$ cat config.mk
export PLATFORM = sky130hd
export DESIGN_NAME = lsct_queue
export DESIGN_NICKNAME = d
export VERILOG_FILES = /design/src/rtl/core/lfu_sector_cache_tags_top_defines.svh /design/src/rtl/core/lsct_pkg.sv /design/src/rtl/core/lsct_queue.sv
export SDC_FILE = /design/constraint.sdc
export NUM_CORES = 1
export LEC_CHECK = 0
export BUFFER_PORTS_ARGS = -buffer_cell sky130_fd_sc_hd__buf_2
export CELL_PAD_IN_SITES_DETAIL_PLACEMENT = 1
export CELL_PAD_IN_SITES_GLOBAL_PLACEMENT = 1
export CORE_MARGIN = 5
export CORE_UTILIZATION = 40
export DETAILED_ROUTE_END_ITERATION = 8
export PLACE_DENSITY = 0.72
export SYNTH_ARGS = -nofsm -noshare
export SYNTH_HDL_FRONTEND = slang
export SYNTH_SLANG_ARGS = --single-unit
$ cat constraint.sdc
create_clock -name clk -period 10.05 [get_ports clk]
set_input_delay 0.5025 -clock clk [delete_from_list [all_inputs] [get_ports clk]]
set_output_delay 0.5025 -clock clk [all_outputs]
set_load 0.05 [all_outputs]
$ cat src/rtl/core/lfu_sector_cache_tags_top_defines.svh
// Assertion macros used by the back part of the cache tag store.
`ifndef LFU_SECTOR_CACHE_TAGS_TOP_DEFINES_SVH
`define LFU_SECTOR_CACHE_TAGS_TOP_DEFINES_SVH

// Checks an implication on every rising clock edge outside reset.
`define LSCT_ASSERT_IMPL(label, clk, rst_n, ante, cons) \
	label: assert property (@(posedge clk) disable iff (!rst_n) (ante) |-> (cons)) \
	else $error("assertion failed");

// Checks a next-cycle implication on every rising clock edge outside reset.
`define LSCT_ASSERT_NEXT(label, clk, rst_n, ante, cons) \
	label: assert property (@(posedge clk) disable iff (!rst_n) (ante) |=> (cons)) \
	else $error("assertion failed");

`endif

$ cat src/rtl/core/lsct_pkg.sv
package lsct_pkg;

	localparam int Entries = 64;
	localparam int OwnerBits = 16;
	localparam int SlotBits = $clog2(Entries);
	localparam int CntBits = $clog2(Entries + 1);
	localparam int QDepth = 2;

	localparam logic [1:0] CmdRead = 2'd0;
	localparam logic [1:0] CmdWrite = 2'd1;
	localparam logic [1:0] CmdTick = 2'd2;
	localparam logic [1:0] CmdFlush = 2'd3;

	localparam logic [1:0] KindHit = 2'd0;
	localparam logic [1:0] KindFill = 2'd1;
	localparam logic [1:0] KindWb = 2'd2;
	localparam logic [1:0] KindNone = 2'd3;

	typedef struct packed {
		logic [1:0]  command;
		logic [15:0] owner_id;
		logic [31:0] sector;
		logic [31:0] tick_count;
	} in_item_t;

	typedef struct packed {
		logic [1:0]  kind;
		logic [5:0]  slot;
		logic [15:0] result_owner;
		logic [31:0] result_sector;
		logic        last;
	} out_item_t;

	// Classified job handed from the front part to the back part.
	typedef struct packed {
		logic        is_access;
		logic        is_write;
		logic        do_wb;
		logic [15:0] owner;
		logic [31:0] sector;
	} job_t;

endpackage

$ cat src/rtl/core/lsct_queue.sv
module lsct_queue (
	input  logic            clk,
	input  logic            arst_n,
	input  logic            wr_valid,
	output logic            wr_ready,
	input  lsct_pkg::job_t  wr_data,
	output logic            rd_valid,
	input  logic            rd_ready,
	output lsct_pkg::job_t  rd_data
);

	localparam int PtrBits = $clog2(lsct_pkg::QDepth);

	lsct_pkg::job_t mem_q [lsct_pkg::QDepth];
	logic [PtrBits-1:0] wptr_q;
	logic [PtrBits-1:0] rptr_q;
	logic [PtrBits:0] count_q;
	logic do_wr;
	logic do_rd;

	assign wr_ready = (count_q != (PtrBits + 1)'(lsct_pkg::QDepth));
	assign rd_valid = (count_q != '0);
	assign rd_data = mem_q[rptr_q];
	assign do_wr = wr_valid && wr_ready;
	assign do_rd = rd_valid && rd_ready;

	always_ff @(posedge clk or negedge arst_n) begin
		if (!arst_n) begin
			wptr_q <= '0;
			rptr_q <= '0;
			count_q <= '0;
		end else begin
			if (do_wr) begin
				wptr_q <= wptr_q + 1'b1;
			end
			if (do_rd) begin
				rptr_q <= rptr_q + 1'b1;
			end
			count_q <= count_q + (PtrBits + 1)'(do_wr) - (PtrBits + 1)'(do_rd);
		end
	end

	always_ff @(posedge clk) begin
		if (do_wr) begin
			mem_q[wptr_q] <= wr_data;
		end
	end

endmodule

Yosys cells after proc, flatten, opt, wreduce, memory -nomap -nowiden:

Memory sizes are Yosys's and may differ from the RTL's.
Cells that the tools add are included.

* register bits after elaboration: 4
* bits in writable memories: 102
* logic and storage cells: 14
* memories: 1

* add/subtract/negate cells: 4
* equality and inequality tests: 1
* mux-type cells: 2
* reduce and logical (&&, ||, !) cells: 3

Memories
* mem_q: depth 2, width 51, read ports 1, clocked after memory_dff 0, write ports 1, RTL line lsct_queue.sv:14 `lsct_pkg::job_t mem_q [lsct_pkg::QDepth];`

Operators by type and width (count)
* 1-bit adder (second input constant): 2
* 2-bit by 1-bit adder with 2-bit output: 1
* 1-bit logical AND: 2
* 1-bit two-way mux: 2
* 2-bit inequality test (second input constant): 1
* 2-bit nonzero test: 1
* 2-bit by 1-bit subtractor with 2-bit output: 1

Depth between registers and ports, before layout:

* depth after elaboration: 4
* depth in mapped cells: 5

Least setup slack after synthesis:

No wires, ideal clock.

* path kind: register -> register
* from: register count_q[0]
* to: memory mem_q[0][0] (netlist name) (enable)
* arrival time: 3.205 ns
* setup slack: 6.386 ns
* stages on the path, launching flop included: 4
* path buffers: 0
* period minus slack after synthesis: 3.664 ns
* path through: dfrtp_1 -> nand2b_1 -> nand2_1 -> nor2_1

* word-level cells in the longest chain between the ends: 4

RTL lines
* start: declaration: RTL line lsct_queue.sv:17 `logic [PtrBits:0] count_q;`
* start signal: assignment: RTL line lsct_queue.sv:39 `count_q <= count_q + (PtrBits + 1)'(do_wr) - (PtrBits + 1)'(do_rd);`
* 2-bit inequality test: RTL line lsct_queue.sv:21 `assign wr_ready = (count_q != (PtrBits + 1)'(lsct_pkg::QDepth));`
* named net wr_ready: RTL line lsct_queue.sv:5 `output logic wr_ready,`
* 1-bit logical AND: RTL line lsct_queue.sv:24 `assign do_wr = wr_valid && wr_ready;`
* 1-bit two-way mux: RTL line lsct_queue.sv:44 `if (do_wr) begin`
* 1-bit two-way mux (implied by the code): RTL line lsct_queue.sv:45 `mem_q[wptr_q] <= wr_data;`
* end: declaration: RTL line lsct_queue.sv:14

The timed path passes the listed nets, and every way through them passes these cells.

==> Implementation_results.wiki <==
{| class="wikitable"
! Metric !! Value
|-
| Run status || finished clean
|-
| Max FO, Critical Path || 52
|-
| Largest net degree at the start of global routing || 53
|-
| Minimum clock period || 2.69 ns
|-
| Via count normalized by instance count || 4.58
|-
| Total number of nets in the final design || 352
|-
| Overall Global Routing Usage || 12.6%
|-
| Synth Register Bits || 106
|-
| Number of warnings reported in the yosys synthesis log || 0
|-
| Vertical die dimension || 109 µm
|-
| Aggregate negative setup slack || 0 ns
|-
| Sequential share of power || 42.6%
|-
| Number of clock sinks || 106
|-
| Worst Hold Launch || wr_data[45]
|-
| Max rail drop VDD || 0.132 mV
|-
| Insertion delay to the later sink of the worst-skew pair || 0.35 ns
|-
| Area of all placed cells without fillers || 4770 µm²
|-
| Final RePlAce weighted congestion || 0.710
|-
| Share of cell area taken by muxes after synthesis || 14.7%
|-
| Clock input transition at the sequential cells of the worst setup and hold paths || 0.09 ns
|-
| Vias in the first global route || 2272
|-
| Crit end category || output pin
|-
| Count of final setup violators || 0
|-
| Synthesized-area fraction occupied by xor and xnor cells || 0.671%
|-
| Cell Pwr Density || 331 nW/µm²
|-
| Pint || 0.000904 W
|-
| Finished Layout Cells || 434
|-
| Register-to-register setup slack || 7.84 ns
|-
| Die area || 11900 µm²
|-
| Overall routed net length || 7260 µm
|-
| Remaining DRCs || 0
|-
| Hold Violations, Final || 0
|-
| Number of placement rows || 36
|-
| # IOs || 108
|-
| Placed cell area || 4580 µm²
|-
| FF-to-FF End || mem_q[0][22]
|-
| Final HPWL from detailed placement || 4880 µm
|-
| Adder and majority cell fraction of the synthesized area || 0.319%
|-
| RSZ-0062 raised after global routing || false
|-
| Die Wd || 109 µm
|-
| Root buffer selected by CTS || clkbuf_8
|-
| Maximum buffer depth of the clock tree || 2
|-
| Area growth from synthesis to layout || 21.8%
|-
| Number of clock buffers inserted by TritonCTS || 9
|-
| Worst hold path stage count || 1
|-
| Hold path endpoint || mem_q[0][45]
|-
| Total congestion overflow || 0
|-
| Inserted Diodes || 0
|-
| Count of buffers inserted at the top-level ports || 107
|-
| Final Max Slew Viols || 0
|-
| PnR worst setup slack || 7.36 ns
|-
| Switching Share || 42.7%
|-
| Final worst-path cycle share || 26.8%
|-
| Syn avg cell area || 21.6 µm²
|-
| Average wire per standard cell || 16.7 µm
|-
| Kind of critical path || register to output pin
|-
| Class of the most critical hold timing path || input port to register
|-
| Measured slew at the worst slew-check pin || 1.20 ns
|-
| Filler cell count in the final layout || 950
|-
| Number of antenna violations at the first check in global routing || 0
|-
| Sequential element share of the synthesized area || 80.7%
|-
| Post-route ant nets || 0
|-
| Synth Area in Compound Gates || 0.798%
|-
| Fraction of the mapped netlist area in simple logic gates || 1.25%
|-
| Clock skew after layout || 0.00446 ns
|-
| Synth cell types || 18
|-
| Setup WS pre-CTS || 7.66 ns
|-
| Max-cap check violation count || 0
|-
| Peak clock frequency supported by timing || 372 MHz
|-
| First-pass GRT wire length || 11200 µm
|-
| Netlist area before placement || 3920 µm²
|-
| LEAKAGE || 1.77 nW
|-
| Depth of the CTS H-tree || 3
|-
| Share of post-route cells with drive strength above 1 || 57.8%
|-
| Setup crit start kind || register
|-
| Count of routing violations after the opening detailed-route iteration || 66
|-
| Worst flop-to-flop path startpoint || count_q[0]
|-
| Worst Reg2Reg Path Length in Cells || 4
|-
| Arrival @ worst endpoint || 2.19 ns
|-
| Number of placed cells counting well taps || 417
|-
| Clock Power Share || 15.4%
|-
| Length of the first detailed-routing pass in iterations || 3
|-
| CP Data Required Time || 9.55 ns
|-
| Synthesized net count || 237
|-
| Max-slew headroom at the worst pin || 19.8%
|-
| Core Footprint || 9680 µm²
|-
| Total number of vias || 1988
|-
| Combinational family with the most area after synthesis || multiplexers
|-
| Power spent charging and discharging nets || 0.000674 W
|-
| CTS tree || yes
|-
| Number of cells produced by synthesis || 181
|-
| Effective utilization at floorplan || 40.5%
|-
| Logic pwr share || 42.1%
|}
==> how the worst max path moves through the flow <==
stage,start,to,slack (ns),cells after the start
global placement,rptr_q,rd_data[32],7.67,2
detailed placement,rptr_q,rd_data[32],7.66,2
global route,rptr_q,rd_data[32],7.22,2
finish,rptr_q,rd_data[22],7.36,2
CTS,rptr_q,rd_data[32],7.27,2
floorplan,count_q[0],mem_q[0][0],6.39,3
==> cells in the mapped netlist <==
cell type  number  area [µm²]
nand3_1         1        5.00
nor2b_1         1        6.26
buf_6           5        56.3
xnor2_1         3        26.3
o21ai_0         1        5.00
a211oi_1        1        7.51
nor2_1          3        11.3
buf_2           1        5.00
or2_2           1        6.26
nand2b_1        1        6.26
and3_1          1        6.26
edfxtp_1      102        3060
dfrtp_1         4         100
nand2_1         2        7.51
a21bo_1         1        10.0
ha_1            1        12.5
a32oi_1         1        8.76
mux2_2         51         574
==> metrics by stage <==
stage	total power (W)	hold WS (ns)	utilization, %
3_3_place_gp	0.00135	0.318	47.3
3_5_place_dp	0.00136	0.320	47.3
4_1_cts	0.00160	0.312	49.3
2_1_floorplan	0.00122	0.207	-
5_1_grt	0.00165	0.305	49.3
6_report	0.00158	0.338	49.3
==> cells in the final DEF (no fill, tap or decap), types with 2 or more instances in the layout <==
master,n
buf_2,107
buf_4,2
clkbuf_1,2
clkbuf_8,9
clkinv_1,4
dfrtp_1,3
edfxtp_1,102
mux2_2,51
nand2_1,2
nor2_1,2
xnor2_1,3
==> kinds of logic (layout without fill, tap and decap cells) <==
group                    Yosys count  count (layout)
XOR/XNOR                           3               3
AO/OA/AOI/OAI                      4               4
buffers and inverters              6             126
flip-flops                       106             106
AND/OR/NAND/NOR                   10              10
adder cells (fa/ha/maj)            1               1
multiplexers                      51              51
==> what timing repair did <==
item | in CTS | in global routing
setup endpoints to repair | 0 | 0
hold buffers | 1 | 0
resized for setup | 0 | 0
endpoints found under the hold margin | 4 | 0
buffers inserted | 0 | 0
==> sequential cells by signal, summed over array words and instances, names as in the netlist <==
register and cells:
count_q 2, rptr_q 1, wptr_q 1, mem_q 102
==> metal layers <==
metal	vias up	GRT usage, %	part of all wire, %	wire length, µm
met2	56	22.3	53	3820
met4	0	5.14	1.3	91
met1	987	14.4	40	2930
met5	-	0	0	0
met3	8	3.37	5.7	417
li1	937	-	-	-
==> cell type report <==
type                            count  area (µm²)  share of cell area (%)
Clock inverter                      5        45.0                   0.944
Multi-Input combinational cell     69         702                    14.7
Clock buffer                       11         131                    2.75
Sequential cell                   106        3160                    66.3
Timing Repair Buffer              110         561                    11.8
Tap cell                          133         166                    3.49
==> power groups by stage <==
stage / registers [W] / logic, W / clock network [W]
after floorplan: 0.000637 / 0.000581 / 0
after CTS: 0.000676 / 0.000675 / 0.000252
after global routing: 0.000684 / 0.000699 / 0.000271
after global placement: 0.000679 / 0.000670 / 0
after detailed placement: 0.000687 / 0.000672 / 0
final: 0.000671 / 0.000664 / 0.000243
==> critical path: stages, from the launching register on <==
cell     delay (ns)
dfrtp_2        1.17
mux2_2         0.43
buf_2          0.21
Power figures use the tool's default switching activity.
