### src/rtl/core/lfu_sector_cache_tags_top_defines.svh
// Assertion macros used by the back part of the cache tag store.
`ifndef LFU_SECTOR_CACHE_TAGS_TOP_DEFINES_SVH
`define LFU_SECTOR_CACHE_TAGS_TOP_DEFINES_SVH

// Checks an implication on every rising clock edge outside reset.
`define LSCT_ASSERT_IMPL(label, clk, rst_n, ante, cons) \
	label: assert property (@(posedge clk) disable iff (!rst_n) (ante) |-> (cons)) \
	else $error("assertion failed");

// Checks a next-cycle implication on every rising clock edge outside reset.
`define LSCT_ASSERT_NEXT(label, clk, rst_n, ante, cons) \
	label: assert property (@(posedge clk) disable iff (!rst_n) (ante) |=> (cons)) \
	else $error("assertion failed");

`endif

### src/rtl/core/lsct_pkg.sv
package lsct_pkg;

	localparam int Entries = 64;
	localparam int OwnerBits = 16;
	localparam int SlotBits = $clog2(Entries);
	localparam int CntBits = $clog2(Entries + 1);
	localparam int QDepth = 2;

	localparam logic [1:0] CmdRead = 2'd0;
	localparam logic [1:0] CmdWrite = 2'd1;
	localparam logic [1:0] CmdTick = 2'd2;
	localparam logic [1:0] CmdFlush = 2'd3;

	localparam logic [1:0] KindHit = 2'd0;
	localparam logic [1:0] KindFill = 2'd1;
	localparam logic [1:0] KindWb = 2'd2;
	localparam logic [1:0] KindNone = 2'd3;

	typedef struct packed {
		logic [1:0]  command;
		logic [15:0] owner_id;
		logic [31:0] sector;
		logic [31:0] tick_count;
	} in_item_t;

	typedef struct packed {
		logic [1:0]  kind;
		logic [5:0]  slot;
		logic [15:0] result_owner;
		logic [31:0] result_sector;
		logic        last;
	} out_item_t;

	// Classified job handed from the front part to the back part.
	typedef struct packed {
		logic        is_access;
		logic        is_write;
		logic        do_wb;
		logic [15:0] owner;
		logic [31:0] sector;
	} job_t;

endpackage

### src/rtl/core/lsct_front.sv
module lsct_front (
	input  logic                clk,
	input  logic                arst_n,
	input  logic                push,
	output logic                full,
	input  lsct_pkg::in_item_t  in_item,
	input  logic [15:0]         period,
	output logic                job_valid,
	input  logic                job_ready,
	output lsct_pkg::job_t      job
);

	typedef enum logic [2:0] {
		F_IDLE = 3'b001,
		F_DIV  = 3'b010,
		F_SEND = 3'b100
	} fstate_t;

	fstate_t state_q;
	lsct_pkg::job_t job_q;
	logic [31:0] num_q;
	logic [15:0] rem_q;
	logic [15:0] per_q;
	logic [5:0] bit_q;
	logic [16:0] trial;

	assign trial = {rem_q, num_q[31]} - {1'b0, per_q};
	assign full = (state_q != F_IDLE);
	assign job_valid = (state_q == F_SEND);
	assign job = job_q;

	always_ff @(posedge clk or negedge arst_n) begin
		if (!arst_n) begin
			state_q <= F_IDLE;
		end else begin
			case (state_q)
				F_IDLE: begin
					if (push) begin
						if (in_item.command == lsct_pkg::CmdTick && period != 16'd0) begin
							state_q <= F_DIV;
						end else begin
							state_q <= F_SEND;
						end
					end
				end
				F_DIV: begin
					if (bit_q == 6'd31) begin
						state_q <= F_SEND;
					end
				end
				F_SEND: begin
					if (job_ready) begin
						state_q <= F_IDLE;
					end
				end
				default: state_q <= F_IDLE;
			endcase
		end
	end

	// Restoring division, one quotient bit per cycle; only the remainder matters.
	always_ff @(posedge clk) begin
		if (state_q == F_IDLE && push) begin
			job_q.is_access <= (in_item.command == lsct_pkg::CmdRead) ||
				(in_item.command == lsct_pkg::CmdWrite);
			job_q.is_write <= (in_item.command == lsct_pkg::CmdWrite);
			job_q.do_wb <= (in_item.command == lsct_pkg::CmdFlush);
			job_q.owner <= in_item.owner_id;
			job_q.sector <= in_item.sector;
			num_q <= in_item.tick_count;
			rem_q <= 16'd0;
			per_q <= period;
			bit_q <= 6'd0;
		end else if (state_q == F_DIV) begin
			num_q <= {num_q[30:0], 1'b0};
			bit_q <= bit_q + 6'd1;
			if (!trial[16]) begin
				rem_q <= trial[15:0];
				if (bit_q == 6'd31) begin
					job_q.do_wb <= (trial[15:0] == 16'd0);
				end
			end else begin
				rem_q <= {rem_q[14:0], num_q[31]};
				if (bit_q == 6'd31) begin
					job_q.do_wb <= ({rem_q[14:0], num_q[31]} == 16'd0);
				end
			end
		end
	end

endmodule

### config.mk
export PLATFORM = sky130hd
export DESIGN_NAME = lsct_front
export DESIGN_NICKNAME = d
export VERILOG_FILES = /design/src/rtl/core/lfu_sector_cache_tags_top_defines.svh /design/src/rtl/core/lsct_pkg.sv /design/src/rtl/core/lsct_front.sv
export SDC_FILE = /design/constraint.sdc
export NUM_CORES = 1
export LEC_CHECK = 0
export BUFFER_PORTS_ARGS = -buffer_cell sky130_fd_sc_hd__buf_2
export CAP_MARGIN = 20
export CORE_UTILIZATION = 30
export CTS_BUF_LIST = sky130_fd_sc_hd__clkbuf_8
export DETAILED_ROUTE_END_ITERATION = 16
export GPL_TIMING_DRIVEN = 0
export REMOVE_ABC_BUFFERS = 1
export SLEW_MARGIN = 20
export SYNTH_ARGS = -nofsm -noshare
export SYNTH_HDL_FRONTEND = slang
export SYNTH_SLANG_ARGS = --single-unit
### constraint.sdc
create_clock -name clk -period 3.7 [get_ports clk]
set_input_delay 0.555 -clock clk [delete_from_list [all_inputs] [get_ports clk]]
set_output_delay 0.555 -clock clk [all_outputs]
set_load 0.02 [all_outputs]
# Word-level counts from Yosys, hierarchy flattened
# Cells that the tools add are included.
# classes
n_addsub	2
n_eq_ne	11
mux	13
reduce_logical	11
# op_table
op	n
two-way mux 32 bit	2
logical NOT 16 bit	2
subtractor 17 x 16 -> 17 bit	1
two-way mux 16 bit	1
nonzero test 16 bit	1
two-way mux 3 bit	4
case mux 3 bit (3 select lines)	1
adder 6 x 1 -> 6 bit, second input constant	1
== test 6 x 5 -> 1 bit, second input constant	1
two-way mux 1 bit	5
== test 2 bit, second input constant	2
inequality test 2 bit, second input constant	2
nonzero test 2 bit	2
== test 3 x 1 -> 1 bit, second input constant	1
== test 3 x 2 -> 1 bit, second input constant	1
== test 3 bit, second input constant	1
inequality test 3 x 1 -> 1 bit, second input constant	1
AND reduction 3 bit	1
== test 2 x 1 -> 1 bit, second input constant	1
logical AND 1 bit	2
logical NOT 2 bit	1
inequality test 2 x 1 -> 1 bit, second input constant	1
AND reduction 2 bit	1
logical OR 1 bit	1
# totals
register_bits	124
output_inout_bits	53

# Longest topological paths before layout
# Gate-level depths: netlist of run 1.
# logic_depth
ltp_word	6
mapped_depth	13

# Worst setup path after synthesis of run 1
# Ideal clock, no wire load.
# synth_timing
kind	register -> register
startpoint	register state_q[0]
endpoint	register job_q (netlist bit job[0]), enable pin
setup_time_ns	0.456
arrival_time_ns	3.119
required_time_ns	3.244
path_slack_ns	0.125
path_stages_with_launch	5
path_buffers	1
period_less_slack_ns	3.575
cell_sequence	dfstp_2 nor3b_1 nand2_1 inv_2 clkbuf_1
# synth_between
elab_chain_len	2
# synth_lines
item	line	text
start: declaration	lsct_front.sv:19	fstate_t state_q;
start signal: assignment	lsct_front.sv:34	state_q <= F_IDLE;
start signal: assignment	lsct_front.sv:40	state_q <= F_DIV;
start signal: assignment	lsct_front.sv:42	state_q <= F_SEND;
== test 3 x 1 -> 1 bit	lsct_front.sv:63	if (state_q == F_IDLE && push) begin
logical AND 1 bit	lsct_front.sv:63	
end: declaration	lsct_front.sv:20	lsct_pkg::job_t job_q;
# Every way passes these cells.
# A chain may end at the register's enable or synchronous reset.

# Final worst setup path of run 1
# layout_timing
startpoint	register num_q[31]
endpoint	register rem_q[2]
# layout_between
elab_chain_len	2
# layout_lines
item	line	text
start: declaration	lsct_front.sv:21	logic [31:0] num_q;
start signal: assignment	lsct_front.sv:70	num_q <= in_item.tick_count;
start signal: assignment	lsct_front.sv:75	num_q <= {num_q[30:0], 1'b0};
subtractor 17 x 16 -> 17 bit	lsct_front.sv:27	assign trial = {rem_q, num_q[31]} - {1'b0, per_q};
two-way mux 16 bit	lsct_front.sv:77	if (!trial[16]) begin
end signal: assignment	lsct_front.sv:78	rem_q <= trial[15:0];
end signal: assignment	lsct_front.sv:83	rem_q <= {rem_q[14:0], num_q[31]};
end: declaration	lsct_front.sv:22	logic [15:0] rem_q;
# Every way passes these cells.

==> metrics.log, run 1 <==
INFO  metric crit_arrival = 3.75 ns
INFO  metric postLayoutCoreUtil = 0.388
INFO  metric floorplan.io_pins = 155
INFO  metric synthTopCellsByArea = sky130_fd_sc_hd__edfxtp_1, sky130_fd_sc_hd__dfxtp_1, sky130_fd_sc_hd__nand2_1
INFO  metric pre_cts_setup_slack = -0.0664 ns
INFO  metric cts.sinks = 124
INFO  metric crit_type = reg2reg
INFO  metric yosysWarningCount = 0
INFO  metric synth_xor_area_frac = 0.0172
INFO  metric layout.cells.most_common_list = sky130_fd_sc_hd__buf_2, sky130_fd_sc_hd__nand2_1, sky130_fd_sc_hd__edfxtp_1
INFO  metric detailed_place.area = 6600 µm²
INFO  metric post-route-drc-count = 2
INFO  metric design.core.area = 18100 µm²
INFO  metric yosysTopAreaCell = sky130_fd_sc_hd__edfxtp_1
INFO  metric cts_root_buf = sky130_fd_sc_hd__clkbuf_8
INFO  metric crit_path_cell_chain = inv_1 -> ha_1 -> fa_1 -> nand2b_1 -> a211oi_2 -> o21ai_2 -> nand2_2 -> a211o_1 -> a22o_1 -> mux2i_1 -> a22o_1
INFO  metric drv_cap = 0
INFO  metric holdCritPathClass = in2reg
INFO  metric initial_core_util = 0.309
INFO  metric h-tree-depth = 4
INFO  metric synth_simple_gate_area_frac = 0.155
INFO  metric initialDrtViolationCount = 212
INFO  metric setup.worst_path.end = rem_q[2]
INFO  metric instance_count_of_the_mapped_netlist = 482
INFO  metric rows = 49
INFO  metric place.detailed.instances = 849
INFO  metric synth-adder-area-share = 0.0415
INFO  metric antenna_cells = 0
INFO  metric finalNonFillerCells = 882
INFO  metric holdPathStages = 1
INFO  metric cts_tree = done
INFO  metric family_with_the_most_delay_on_the_worst_path = compound AO/OA/AOI/OAI gates
INFO  metric setup_violators_final = 0
INFO  metric synth_seq_area_share = 0.622
INFO  metric area_share_of_the_leading_cell_type_in_the_synthesized_netlist = 0.530
INFO  metric global_route_total_overflow = 0
INFO  metric total_die_area = 19300 µm²
INFO  metric dr_total_vias = 4192
INFO  metric drt_pass1_iterations = 10
INFO  metric layout.cell_area.non_filler = 7040 µm²
INFO  metric fillCellCount = 1791
INFO  metric worstPathRequired = 4.02 ns
INFO  metric route.antenna.remaining_nets = 0
INFO  metric drt-vias-per-instance = 4.75
INFO  metric globalplace.congestion = 0.795
INFO  metric synth_flop_cell = sky130_fd_sc_hd__edfxtp_1
INFO  metric ff2ff_path_depth = 11
INFO  metric worst_r2r_setup_slack = 0.27 ns
INFO  metric met3_usage = 0.0445
INFO  metric main_combinational_cell_family_by_area_after_synthesis = simple AND/OR/NAND/NOR gates
INFO  metric report.final.hold_viol_count = 0
INFO  metric critical_path.n_buffers_inverters = 1
INFO  metric pwr_density_cell = 663 nW/µm²
INFO  metric groute.usage.overall = 0.138
INFO  metric layout_commonest_cell = sky130_fd_sc_hd__buf_2
INFO  metric finalCriticalPeriod = 3.43 ns
INFO  metric die_height = 139 µm
INFO  metric setup_total_negative_slack = 0 ns
INFO  metric critical_path.startpoint = num_q[31]
INFO  metric slew_headroom = 0.311
INFO  metric status = finished, violations left
INFO  metric syn_area_per_cell = 11.6 µm²
INFO  metric total_power = 4.67 mW
INFO  metric reg2reg_to = rem_q[2]
INFO  metric grt_first_pass_wirelength = 20900 µm
INFO  metric grt_start_max_net_pins = 60
INFO  metric critPathMostFrequentCell = sky130_fd_sc_hd__a22o_1
INFO  metric grt.met1_usage = 0.149
INFO  metric r2r_start = num_q[31]
INFO  metric synth-seq-cells = 124
INFO  metric leakage = 3.09 nW
INFO  metric grt_use_met2 = 0.242
INFO  metric setup_repair_after_global_routing_missed_its_margin = false
INFO  metric worstSetupEndpointType = flip-flop
INFO  metric synth-compound-area-share = 0.101
INFO  metric cp-start-kind = flip-flop
INFO  metric timing.clock.skew = 0.0159 ns
INFO  metric timing.critical_path.slowest_cell_delay = 0.81 ns
INFO  metric first_global_vias = 4305
INFO  metric cts.reportedPaths.clkPinSlew = 0.09 ns
INFO  metric grt_antenna_before_repair = 0
INFO  metric slew_viol_final = 0
INFO  metric grt.busiest_layer = met2
INFO  metric synth_async_sr_flop_share = 0.0242
INFO  metric finalWirelength = 12900 µm
INFO  metric cell_area_after_synthesis = 5610 µm²
INFO  metric post_synth_mux_area_share = 0.0267
INFO  metric number_of_setup_buffers_added_after_cts = 0
INFO  metric route.detailed.wl_per_inst = 14.6 µm
INFO  metric dp_hpwl = 9540 µm
INFO  metric cts_inserted_buffers = 17
INFO  metric clk-insertion-delay-late = 0.44 ns
INFO  metric failed_checks = design-rule violations
INFO  metric ctsLongestPathBuffers = 2
INFO  metric worstPathMaxFanout = 19
INFO  metric layout-area-overhead-vs-synth = 25.4%
INFO  metric layout_worst_path_cycle_share = 0.927
INFO  metric synth_edf_count = 99
INFO  metric actual_transition_at_the_worst_max_transition_pin = 1.03 ns
INFO  metric nNetsFinal = 760
INFO  metric setup_ws = 0.270 ns
INFO  metric max_freq = 292 MHz
INFO  metric count_of_distinct_cell_types_in_the_synthesized_netlist = 63
INFO  metric dieWidth = 139 µm
INFO  metric post_route_cells_drive_above_1_share = 0.305
INFO  metric hold-worst-slack = 0.286 ns
INFO  metric buffer_ports.inserted = 154
INFO  metric cp.depth = 11
INFO  metric irDropWorstVdd = 314 µV
INFO  metric critPathSlowestCell = sky130_fd_sc_hd__a22o_1
-- flip-flops by register name, summed over array words and instances, names as in the netlist --
signal	count
per_q	16
num_q	32
bit_q	6
state_q	3
job	51
rem_q	16
-- worst min-delay path by stage --
stage | startpoint | endpoint | slack [ns]
5_1_grt | in_item[52] | job[20] | 0.24
2_1_floorplan | arst_n | state_q[1] | 0.26
6_report | in_item[79] | job[47] | 0.29
4_1_cts | in_item[69] | job[37] | 0.25
3_5_place_dp | arst_n | state_q[2] | 0.36
3_3_place_gp | arst_n | state_q[2] | 0.36
-- kinds of logic (layout without fill, tap and decap cells) --
logic type | count (synthesis) | count (layout)
XOR/XNOR | 11 | 11
AND/OR/NAND/NOR | 191 | 191
multiplexers | 15 | 15
flip-flops | 124 | 124
buffers and inverters | 46 | 217
adder cells (fa/ha/maj) | 18 | 18
AO/OA/AOI/OAI | 77 | 77
-- what timing repair did --
action	4_1_cts	5_1_grt
resized for setup	1	2
endpoints found under the setup margin	33	34
pin swaps	0	0
endpoints found under the hold margin	2	0
hold buffers	1	0
-- per-layer routing --
layer	routed length, µm	share of wire
met1	5020	0.39
met2	6700	0.52
met3	734	0.057
met4	394	0.031
met5	0	0
-- synth_stat cells, types with 2 or more instances --
cell type and instances:
sky130_fd_sc_hd__nand3_1 6, sky130_fd_sc_hd__inv_1 28, sky130_fd_sc_hd__ha_1 17, sky130_fd_sc_hd__o211a_1 3
sky130_fd_sc_hd__buf_6 2, sky130_fd_sc_hd__xor2_1 5, sky130_fd_sc_hd__and2_1 2, sky130_fd_sc_hd__a2111oi_0 3
sky130_fd_sc_hd__nand4b_1 2, sky130_fd_sc_hd__a22o_1 8, sky130_fd_sc_hd__or4_1 2, sky130_fd_sc_hd__nor2b_1 4
sky130_fd_sc_hd__a211o_1 4, sky130_fd_sc_hd__a21oi_1 14, sky130_fd_sc_hd__a211oi_1 2, sky130_fd_sc_hd__a21o_1 4
sky130_fd_sc_hd__nand2_1 116, sky130_fd_sc_hd__mux2i_1 15, sky130_fd_sc_hd__nor3b_1 2, sky130_fd_sc_hd__nand4_1 5
sky130_fd_sc_hd__a311oi_1 3, sky130_fd_sc_hd__o21ai_1 8, sky130_fd_sc_hd__nor4_1 10, sky130_fd_sc_hd__and3_1 2
sky130_fd_sc_hd__nor2_1 22, sky130_fd_sc_hd__clkbuf_1 12, sky130_fd_sc_hd__or3_1 3, sky130_fd_sc_hd__nand2b_1 3
sky130_fd_sc_hd__nor3_1 3, sky130_fd_sc_hd__dfrtp_1 2, sky130_fd_sc_hd__dfxtp_1 22, sky130_fd_sc_hd__o21a_1 5
sky130_fd_sc_hd__xnor2_1 6, sky130_fd_sc_hd__o21ai_0 8, sky130_fd_sc_hd__o22ai_1 3, sky130_fd_sc_hd__edfxtp_1 99
-- report_power, final --
part / switching, mW / internal (mW)
Combinational: 0.889 / 0.452
Sequential: 0.102 / 1.96
Clock: 0.583 / 0.678
Total: 1.57 / 3.09
-- final cells by class --
cell class	instances	area, µm²	share of cell area
Clock inverter	15	184	0.0261
Clock buffer	17	234	0.0332
Timing Repair Buffer	156	808	0.115
Inverter	29	119	0.0169
Sequential cell	124	3490	0.496
Multi-Input combinational cell	312	1920	0.272
Tap cell	229	287	0.0407
No activity file was read; power rests on OpenSTA's default activity.
==> inputs of run 2 (changes only) <==
--- a/config.mk
+++ b/config.mk
@@ -5,6 +5,7 @@
 export SDC_FILE = /design/constraint.sdc
 export NUM_CORES = 1
 export LEC_CHECK = 0
+export ABC_AREA = 1
 export BUFFER_PORTS_ARGS = -buffer_cell sky130_fd_sc_hd__buf_2
 export CAP_MARGIN = 20
 export CORE_UTILIZATION = 30
==> run 2 against run 1 <==
  * Sequential share of layout area fell by 1.8 points
  * Largest cell class unchanged
  * The run now ends clean
  * Largest power group unchanged
  * Synthesized area rose by 2.7%
  * Worst hold slack improved by 0.015 ns
  * Highest routed layer unchanged
==> metrics.log, run 2 <==
INFO  metric design.core.area = 18800 µm² (+3.4%)
INFO  metric combPwrFrac = 0.279 (-0.008)
INFO  metric initial_core_util = 0.307 (-0.00216)
INFO  metric cts.reportedPaths.clkPinSlew = 0.08 ns (about the same)
INFO  metric setup_repair_after_global_routing_missed_its_margin = false
INFO  metric drt_pass1_iterations = 5 (-5)
INFO  metric switching_power = 1.47 mW (-6.3%)
INFO  metric total_die_area = 19800 µm² (+2.7%)
INFO  metric finalCriticalPeriod = 3.17 ns (-0.263 ns)
INFO  metric crit_type = reg2reg
INFO  metric synth_async_sr_flop_share = 0.0242 (unchanged)
INFO  metric synth_flop_cell = sky130_fd_sc_hd__edfxtp_1
INFO  metric globalplace.congestion = 0.829 (+4.3%)
INFO  metric synth_edf_count = 99 (unchanged)
INFO  metric drt-vias-per-instance = 4.43 (-6.9%)
INFO  metric power_share_of_the_clock_group = 0.268 (-0.002)
INFO  metric irDropWorstVdd = 387 µV (+23%)
INFO  metric dp_hpwl = 9860 µm (+3.3%)
INFO  metric count_of_distinct_cell_types_in_the_synthesized_netlist = 35 (-44%)
INFO  metric finalWirelength = 12900 µm (+0.28%)
INFO  metric detailed_place.area = 6890 µm² (+4.4%)
INFO  metric global_route_total_overflow = 0 (unchanged)
INFO  metric route.detailed.wl_per_inst = 12.6 µm (-14%)
INFO  metric die_height = 141 µm (+1.3%)
INFO  metric layout-area-overhead-vs-synth = 26.7%
INFO  metric post-route-drc-count = 0 (-2)
INFO  metric synth-seq-cells = 124 (unchanged)
INFO  metric initialDrtViolationCount = 201 (-5.2%)
INFO  metric r2r_start = state_q[0]
INFO  metric area_share_of_the_leading_cell_type_in_the_synthesized_netlist = 0.516 (-0.0139)
INFO  metric critical_path.startpoint = state_q[0]
INFO  metric share_seq_of_total_power = 0.453 (+0.010)
INFO  metric status = finished clean
INFO  metric synthTopCellsByArea = sky130_fd_sc_hd__edfxtp_1, sky130_fd_sc_hd__nand2_1, sky130_fd_sc_hd__dfxtp_1
INFO  metric clk-insertion-delay-late = 0.42 ns (-0.02 ns)
INFO  metric first_global_vias = 4323 (+0.42%)
INFO  metric cellInternalPower = 2.93 mW (-5.3%)
INFO  metric grt_start_max_net_pins = 42 (-30%)
INFO  metric layout.cell_area.non_filler = 7310 µm² (+3.8%)
INFO  metric synth_seq_area_share = 0.605 (-0.0163)
INFO  metric cts_tree = done
INFO  metric largest_register_ffs = 51 (unchanged)
INFO  metric number_of_hold_buffers_added_after_cts = 1 (unchanged)
INFO  metric cts_root_buf = sky130_fd_sc_hd__clkbuf_8
INFO  metric yosysTopAreaCell = sky130_fd_sc_hd__edfxtp_1
INFO  metric floorplan.io_pins = 155 (unchanged)
INFO  metric worst_r2r_setup_slack = 0.53 ns (+0.26 ns)
INFO  metric max_freq = 316 MHz (+8.3%)
INFO  metric syn_area_per_cell = 9.42 µm² (-19%)
INFO  metric rows = 50 (+2.0%)
INFO  metric reg2reg_to = num_q[13]
INFO  metric cell_area_after_synthesis = 5760 µm² (+2.7%)
INFO  metric nNetsFinal = 897 (+18%)
INFO  metric setup.worst_path.end = num_q[13]
INFO  metric slew_headroom = 0.540 (+0.229)
INFO  metric dr_total_vias = 4533 (+8.1%)
INFO  metric swShare = 0.335 (-0.00245)
INFO  metric instance_count_of_the_mapped_netlist = 612 (+27%)
INFO  metric postLayoutCoreUtil = 0.389 (+0.00144)
INFO  metric hold-worst-slack = 0.301 ns (+0.0150 ns)
INFO  metric groute.usage.overall = 0.135 (-0.00343)
INFO  metric cp-start-kind = flip-flop
INFO  metric timing.clock.skew = 0.0103 ns (-0.00557 ns)
INFO  metric crit_arrival = 3.29 ns (-0.46 ns)
INFO  metric slew_viol_final = 0 (unchanged)
INFO  metric antenna_cells = 0 (unchanged)
INFO  metric route.antenna.remaining_nets = 0 (unchanged)
INFO  metric synth_most_common_cell = sky130_fd_sc_hd__nand2_1
INFO  metric cts-resized-gates = 0 (-1)
INFO  metric cts.sinks = 124 (unchanged)
INFO  metric setup_total_negative_slack = 0 ns (unchanged)
INFO  metric synth-adder-area-share = 0.0404 (-0.00109)
INFO  metric worstSetupEndpointType = flip-flop
INFO  metric layout_commonest_cell = sky130_fd_sc_hd__nand2_1
INFO  metric leakage = 3.35 nW (+8.3%)
INFO  metric synth-compound-area-share = 0.0643 (-0.0367)
INFO  metric synth_xor_area_frac = 0.00152 (-0.0156)
INFO  metric holdCritPathClass = in2reg
INFO  metric dieWidth = 141 µm (+1.3%)
INFO  metric cts_inserted_buffers = 17 (unchanged)
INFO  metric report.final.hold_viol_count = 0 (unchanged)
INFO  metric ctsLongestPathBuffers = 2 (unchanged)
INFO  metric ff2ff_path_depth = 9 (-2)
INFO  metric grt_antenna_before_repair = 0 (unchanged)
INFO  metric post_synth_mux_area_share = 0 (-0.0267)
INFO  metric worstPathRequired = 3.83 ns (-0.19 ns)
INFO  metric layout.cells.most_common_list = sky130_fd_sc_hd__nand2_1, sky130_fd_sc_hd__buf_2, sky130_fd_sc_hd__edfxtp_1
INFO  metric buffer_ports.inserted = 154 (unchanged)
INFO  metric layout_worst_path_cycle_share = 0.856 (-0.0710)
INFO  metric drv_cap = 0 (unchanged)
INFO  metric actual_transition_at_the_worst_max_transition_pin = 0.688 ns (-0.346 ns)
INFO  metric number_of_setup_buffers_added_after_cts = 0 (unchanged)
INFO  metric yosysWarningCount = 0 (unchanged)
INFO  metric post_route_cells_drive_above_1_share = 0.258 (-0.0465)
INFO  metric main_combinational_cell_family_by_area_after_synthesis = simple AND/OR/NAND/NOR gates
INFO  metric synth_simple_gate_area_frac = 0.214 (+0.0591)
INFO  metric worstPathMaxFanout = 41 (+22)
INFO  metric setup_violators_final = 0 (unchanged)
INFO  metric synth.top_cells.by_count = sky130_fd_sc_hd__nand2_1, sky130_fd_sc_hd__edfxtp_1, sky130_fd_sc_hd__inv_1
INFO  metric h-tree-depth = 4 (unchanged)
INFO  metric pwr_density_cell = 603 nW/µm² (-9.1%)
INFO  metric grt_first_pass_wirelength = 20800 µm (-0.36%)
-- run 2: cell types whose count changed after synthesis, sizes merged, moves of 7 or more --
cell   delta
mux2i    -15
nand3    +18
nor3      +7
a22o      -8
inv      +66
o22ai     +7
o21ai    +11
a21oi    +11
nand2    +95
-- run 2: cell families after synthesis --
| family | after synthesis |
|---|---|
| AOI/OAI and AO/OA | 67 |
| DFF | 124 |
| xor gates and xnor gates | 1 |
| buffers and inverters | 109 |
| adders and majority gates | 18 |
| and+or+nand+nor | 293 |
-- run 2: worst max-delay path: stages, from the launching register on --
cell and delay, ns:
sky130_fd_sc_hd__dfstp_2 0.58, sky130_fd_sc_hd__inv_1 0.06, sky130_fd_sc_hd__nor3_2 0.18, sky130_fd_sc_hd__inv_1 0.14, sky130_fd_sc_hd__nor2_4 0.42, sky130_fd_sc_hd__buf_16 0.23, sky130_fd_sc_hd__buf_16 0.18, sky130_fd_sc_hd__inv_2 0.27
sky130_fd_sc_hd__nand2_2 0.54, sky130_fd_sc_hd__buf_16 0.24
-- run 2: area by class of cell --
| class | count | area [µm²] |
|---|---|---|
| Clock buffer | 17 | 234 |
| Clock inverter | 15 | 161 |
| Fill cell | 1873 | 11500 |
| Inverter | 95 | 357 |
| Multi-Input combinational cell | 379 | 1850 |
| Sequential cell | 124 | 3490 |
| Tap cell | 234 | 293 |
| Timing Repair Buffer | 160 | 918 |
-- run 2: power groups by stage --
stage,clock (mW),combinational (mW),sequential [mW]
3_3_place_gp,0,1.13,2.03
4_1_cts,1.21,1.25,1.99
3_5_place_dp,0,1.24,2.02
6_report,1.18,1.23,2.00
5_1_grt,1.27,1.38,2.02
2_1_floorplan,0,0.634,2.15
-- run 2: how the worst min path moves through the flow --
stage,from,to,slack (ns),cells after the start
after floorplan,arst_n,state_q[1],0.26,0
after global placement,arst_n,state_q[2],0.35,1
after detailed placement,arst_n,state_q[1],0.36,1
after CTS,in_item[41],job[9],0.27,1
after global routing,in_item[66],job[34],0.26,1
final,in_item[43],job[11],0.30,1
-- run 2: routing by layer --
metal / up-vias / global-route usage / part of all wire
met3: 7 / 0.0360 / 0.048
li1: 2363 / - / -
met5: - / 0 / 0
met2: 112 / 0.236 / 0.52
met1: 2051 / 0.159 / 0.42
met4: 0 / 0.0503 / 0.012
-- run 2: per-stage QoR --
step	worst slack, ns	total power, mW	std cells
floorplan	-0.692	2.79	598
global placement	-2.22	3.16	986
detailed placement	0.513	3.26	991
CTS	0.506	4.45	1024
global route	0.252	4.68	1024
finish	0.532	4.41	1024
